===== src/sv/cau_pkg.sv =====
package cau_pkg;

    // operation codes of a request
    localparam logic [1:0] OP_ADD = 2'd0;
    localparam logic [1:0] OP_SUB = 2'd1;
    localparam logic [1:0] OP_MUL = 2'd2;
    localparam logic [1:0] OP_DIV = 2'd3;

    // status codes of a result
    localparam logic [1:0] STAT_OK   = 2'd0;
    localparam logic [1:0] STAT_DIVZ = 2'd1;
    localparam logic [1:0] STAT_OVF  = 2'd2;

    // request queue between front and back
    localparam int QDEPTH = 4;
    localparam int QAW    = 2;
    localparam int QCW    = 3;

    // saturation bounds of a 32-bit result part
    localparam logic signed [65:0] SAT_MAX = 66'sd2147483647;
    localparam logic signed [65:0] SAT_MIN = -66'sd2147483648;

    typedef struct packed {
        logic [1:0]         req_type;
        logic signed [31:0] a_real;
        logic signed [31:0] a_imag;
        logic signed [31:0] b_real;
        logic signed [31:0] b_imag;
    } t_req;

    typedef struct packed {
        logic signed [31:0] res_real;
        logic signed [31:0] res_imag;
        logic [1:0]         status;
    } t_res;

    typedef enum logic [2:0] {
        KIND_ADD,
        KIND_SUB,
        KIND_MUL,
        KIND_DIV,
        KIND_DIVZ
    } t_kind;

    typedef struct packed {
        t_kind              kind;
        logic signed [31:0] ar;
        logic signed [31:0] ai;
        logic signed [31:0] br;
        logic signed [31:0] bi;
    } t_item;

    typedef struct packed {
        logic busy;
        logic fin;
    } t_div_stat;

    typedef struct packed {
        logic signed [31:0] value;
        logic               ovf;
    } t_sat;

    // clamp a wide signed value to 32 bits
    function automatic t_sat sat66(input logic signed [65:0] v);
        t_sat r;
        if (v > SAT_MAX) begin
            r.value = 32'sh7FFFFFFF;
            r.ovf   = 1'b1;
        end else if (v < SAT_MIN) begin
            r.value = 32'sh80000000;
            r.ovf   = 1'b1;
        end else begin
            r.value = v[31:0];
            r.ovf   = 1'b0;
        end
        return r;
    endfunction

endpackage


===== src/sv/cau_front.sv =====
module cau_front (
    input  logic          i_clk,
    input  logic          i_rst_n,
    input  logic          i_start,
    input  cau_pkg::t_req i_req,
    output logic          o_busy,
    input  logic          i_pop,
    output logic          o_valid,
    output cau_pkg::t_item o_item
);

    cau_pkg::t_item           r_mem [cau_pkg::QDEPTH];
    logic [cau_pkg::QAW-1:0]  r_wr;
    logic [cau_pkg::QAW-1:0]  r_rd;
    logic [cau_pkg::QCW-1:0]  r_cnt;
    logic                     push;
    logic                     pop;
    cau_pkg::t_item           cls;

    // classify the request
    always_comb begin
        cls.ar = i_req.a_real;
        cls.ai = i_req.a_imag;
        cls.br = i_req.b_real;
        cls.bi = i_req.b_imag;
        unique case (i_req.req_type)
            cau_pkg::OP_ADD: cls.kind = cau_pkg::KIND_ADD;
            cau_pkg::OP_SUB: cls.kind = cau_pkg::KIND_SUB;
            cau_pkg::OP_MUL: cls.kind = cau_pkg::KIND_MUL;
            cau_pkg::OP_DIV: cls.kind = (i_req.b_real == 32'sd0 && i_req.b_imag == 32'sd0)
                                        ? cau_pkg::KIND_DIVZ : cau_pkg::KIND_DIV;
        endcase
    end

    assign o_busy  = (r_cnt == cau_pkg::QCW'(cau_pkg::QDEPTH));
    assign o_valid = (r_cnt != '0);
    assign push    = i_start && !o_busy;
    assign pop     = i_pop && o_valid;
    assign o_item  = r_mem[r_rd];

    // queue storage
    always_ff @(posedge i_clk) begin
        if (push) begin
            r_mem[r_wr] <= cls;
        end
    end

    // queue pointers and fill count
    always_ff @(posedge i_clk) begin
        if (!i_rst_n) begin
            r_wr  <= '0;
            r_rd  <= '0;
            r_cnt <= '0;
        end else begin
            if (push) begin
                r_wr <= r_wr + 1'b1;
            end
            if (pop) begin
                r_rd <= r_rd + 1'b1;
            end
            if (push && !pop) begin
                r_cnt <= r_cnt + 1'b1;
            end else if (pop && !push) begin
                r_cnt <= r_cnt - 1'b1;
            end
        end
    end

endmodule


===== config.mk =====
export PLATFORM = sky130hd
export DESIGN_NAME = cau_front
export DESIGN_NICKNAME = d
export VERILOG_FILES = /design/src/sv/cau_pkg.sv /design/src/sv/cau_front.sv
export SDC_FILE = /design/constraint.sdc
export NUM_CORES = 1
export LEC_CHECK = 0
export BUFFER_PORTS_ARGS = -buffer_cell sky130_fd_sc_hd__buf_2
export CORE_MARGIN = 2
export CORE_UTILIZATION = 45
export DETAILED_ROUTE_END_ITERATION = 6
export PLACE_DENSITY_LB_ADDON = 0.3
export SLEW_MARGIN = 40
export SYNTH_ARGS = -nofsm -noshare
export SYNTH_HDL_FRONTEND = slang
export SYNTH_SLANG_ARGS = --single-unit

===== constraint.sdc =====
create_clock -name i_clk -period 6.15 [get_ports i_clk]
set_input_delay 0.615 -clock i_clk [delete_from_list [all_inputs] [get_ports i_clk]]
set_output_delay 0.615 -clock i_clk [all_outputs]
set_load 0.02 [all_outputs]

==> impl_metrics.env <==
export IMPL_syn_nets=898
export IMPL_p_per_area_nw_per_um2=441
export IMPL_outcome="finished clean"
export IMPL_wire_per_inst_um=22.2
export IMPL_reg2reg_depth=5
export IMPL_dpl_cell_area_um2=21600
export IMPL_cp_slowest_stage_delay_ns=0.80
export IMPL_cts_max_path_buffers=3
export IMPL_mostFrequentLayoutCells="edfxtp_1, buf_2, mux4_2"
export IMPL_cts_buffers=53
export IMPL_syn_to_final_growth_pct=19.3
export IMPL_setup_viol=0
export IMPL_fin_nets=1199
export IMPL_cp_end_kind="output port"
export IMPL_timing_fmax_mhz=286
export IMPL_synth_area_um2=19500
export IMPL_fin_skew_ns=0.00936
export IMPL_via_count=8886
export IMPL_start_kind="register"
export IMPL_tritoncts="done"
export IMPL_tns_ns=0
export IMPL_crit_end="o_item[50]"
export IMPL_period_share_pct=56.8
export IMPL_ys_warn_count=0
export IMPL_root_buffer="clkbuf_16"
export IMPL_min_period_ns=3.49
export IMPL_first_pass_iters=4
export IMPL_synth_area_top_cells="edfxtp_1, mux4_2, dfxtp_1"
export IMPL_required_ns=5.53
export IMPL_gr_total_overflow=0
export IMPL_slew_headroom_pct=45.0
export IMPL_hp_class="primary input to register"
export IMPL_drv_cap=0
export IMPL_grt_pass1_vias=9292
export IMPL_place_gp_congestion=0.693
export IMPL_track_usage_pct=16.6
export IMPL_grt_max_degree=128
export IMPL_p_leak_nw=7.69
export IMPL_core_area_um2=43000
export IMPL_cts_num_sinks=533
export IMPL_antenna_left=0
export IMPL_grt_pass1_wl_um=55800
export IMPL_syn_area_per_cell_um2=25.8
export IMPL_reg2reg_to="r_mem[1][39]"
export IMPL_final_fill_count=3322
export IMPL_ys_ff_latch=533
export IMPL_avgViaCountPerCell=5.28
export IMPL_timing_rr_start="r_cnt[0]"
export IMPL_drc_errors=0
export IMPL_rsz0062_at_grt="no"
export IMPL_final_area_um2=23300
export IMPL_die_area_um2=45100
export IMPL_start_util_pct=45.4
export IMPL_hpwl_um=22000
export IMPL_path_cells="buf_4, mux4_2, buf_2"
export IMPL_cts_setup_buffers=0
export IMPL_layout_commonest_cell="edfxtp_1"
export IMPL_wirelength_um=37400
export IMPL_finalPower_w=0.0103
export IMPL_cts_resized_gates=0
export IMPL_hold_violations=0
export IMPL_cts_hold_buf=0
export IMPL_drt_iter0_markers=557
export IMPL_clkTransAtPathRegs_ns=0.06
export IMPL_worstMarginPinSlew_ns=0.824
export IMPL_synth_top_area_share_pct=80.6
export IMPL_synth_top_cell_by_area="edfxtp_1"
export IMPL_cpMaxStageDelayCell="dfxtp_4"
export IMPL_path_max_fanout=33
export IMPL_die_w_um=212
export IMPL_io_pins=267
export IMPL_seq_area_frac_synth_pct=81.5
export IMPL_postSynthCellCount=758
export IMPL_worstPathArrival_ns=2.88
export IMPL_crit_type="register to output port"
export IMPL_die_y_um=212
export IMPL_ys_types=27
export IMPL_slew_violations=0
export IMPL_peakVddDrop_mv=0.285
export IMPL_r2r_slack_ns=3.47
export IMPL_clkLatencyLatePin_ns=0.57
export IMPL_layout_drive_gt1_share_pct=44.3
export IMPL_io_buffers=266
export IMPL_antenna_found_initial=13
export IMPL_rows=76
export IMPL_htree_levels=2
critical path: cells and delay by family, from the launching register on:
| family | cells | cell delay (ns) |
|---|---|---|
| multiplexers | 1 | 0.61 |
| flip-flops | 1 | 0.80 |
| buffers and inverters | 2 | 0.82 |
state kept, by name, summed over array words and instances, names as in the netlist, named ones only:
signal and count:
r_rd 2, r_wr 2, r_mem 524, r_cnt 3
how the worst min path moves through the flow:
stage / start / depth (start not counted) / to / slack, ns
floorplan: r_cnt[2] / 2 / r_cnt[2] / 0.47
global placement: r_cnt[2] / 2 / r_cnt[2] / 0.48
detailed placement: r_cnt[2] / 2 / r_cnt[2] / 0.50
CTS: i_req[125] / 1 / r_mem[2][125] / 0.21
global route: i_req[64] / 1 / r_mem[0][64] / 0.22
finish: i_req[125] / 1 / r_mem[1][125] / 0.26
per-stage QoR:
step	cells	hold WS (ns)	utilization, %	setup WS (ns)
global route	1683	0.222	54.2	2.41
CTS	1680	0.213	54.1	2.53
finish	1683	0.255	54.2	2.66
floorplan	758	0.467	-	1.73
detailed placement	1588	0.495	50.2	3.16
global placement	1586	0.483	50.1	3.16
cell families (layout without fill, tap and decap cells):
kind of cell	count (synthesis)	after routing	share of synthesized area [%]
simple gates	41	41	1.27
flops	533	533	81.5
mux	133	133	15.2
other cells	0	2	0
buf+inv	36	374	1.23
xor+xnor	5	5	0.224
fa+ha+maj	6	6	0.423
compound gates	4	4	0.115
power breakdown:
part / total (W) / switching (W) / leakage (nW) / internal, W
logic: 0.00251 / 0.00145 / 1.99 / 0.00106
clock network: 0.00317 / 0.00127 / 0.828 / 0.00190
registers: 0.00459 / 0.000154 / 4.88 / 0.00444
layer usage:
metal | up-vias | track usage (%) | part of all wire (%)
met5 | - | 0 | 0.39
met4 | 20 | 4.73 | 2.1
met3 | 76 | 6.29 | 8.5
met2 | 275 | 25.7 | 48
met1 | 4629 | 22.3 | 41
li1 | 3886 | - | -
layout make-up:
cell class,instances,area [µm²],area share (%)
sequential,533,15900,68.4
clock inverter,31,348,1.49
antenna,2,5.00,0.0215
clock buffer,61,1360,5.82
timing repair buffer,277,1530,6.59
tap,585,732,3.14
inverter,5,18.8,0.0806
multi-input combinational,189,3380,14.5
Yosys cell counts (all sizes together):
cell type  count
nor2b          3
mux4         131
a21oi          2
o21ai          1
and3           1
nand4          4
xor2           1
nor4          16
ha             5
a21boi         1
edfxtp       524
nor3           1
nor3b          1
dfxtp          9
and2           9
inv            5
xnor2          4
buf           26
fa             1
clkbuf         5
or3            2
nand2          1
mux2i          2
nand3          1
nor2           2
Note: power is estimated with default switching activity, not from simulation.
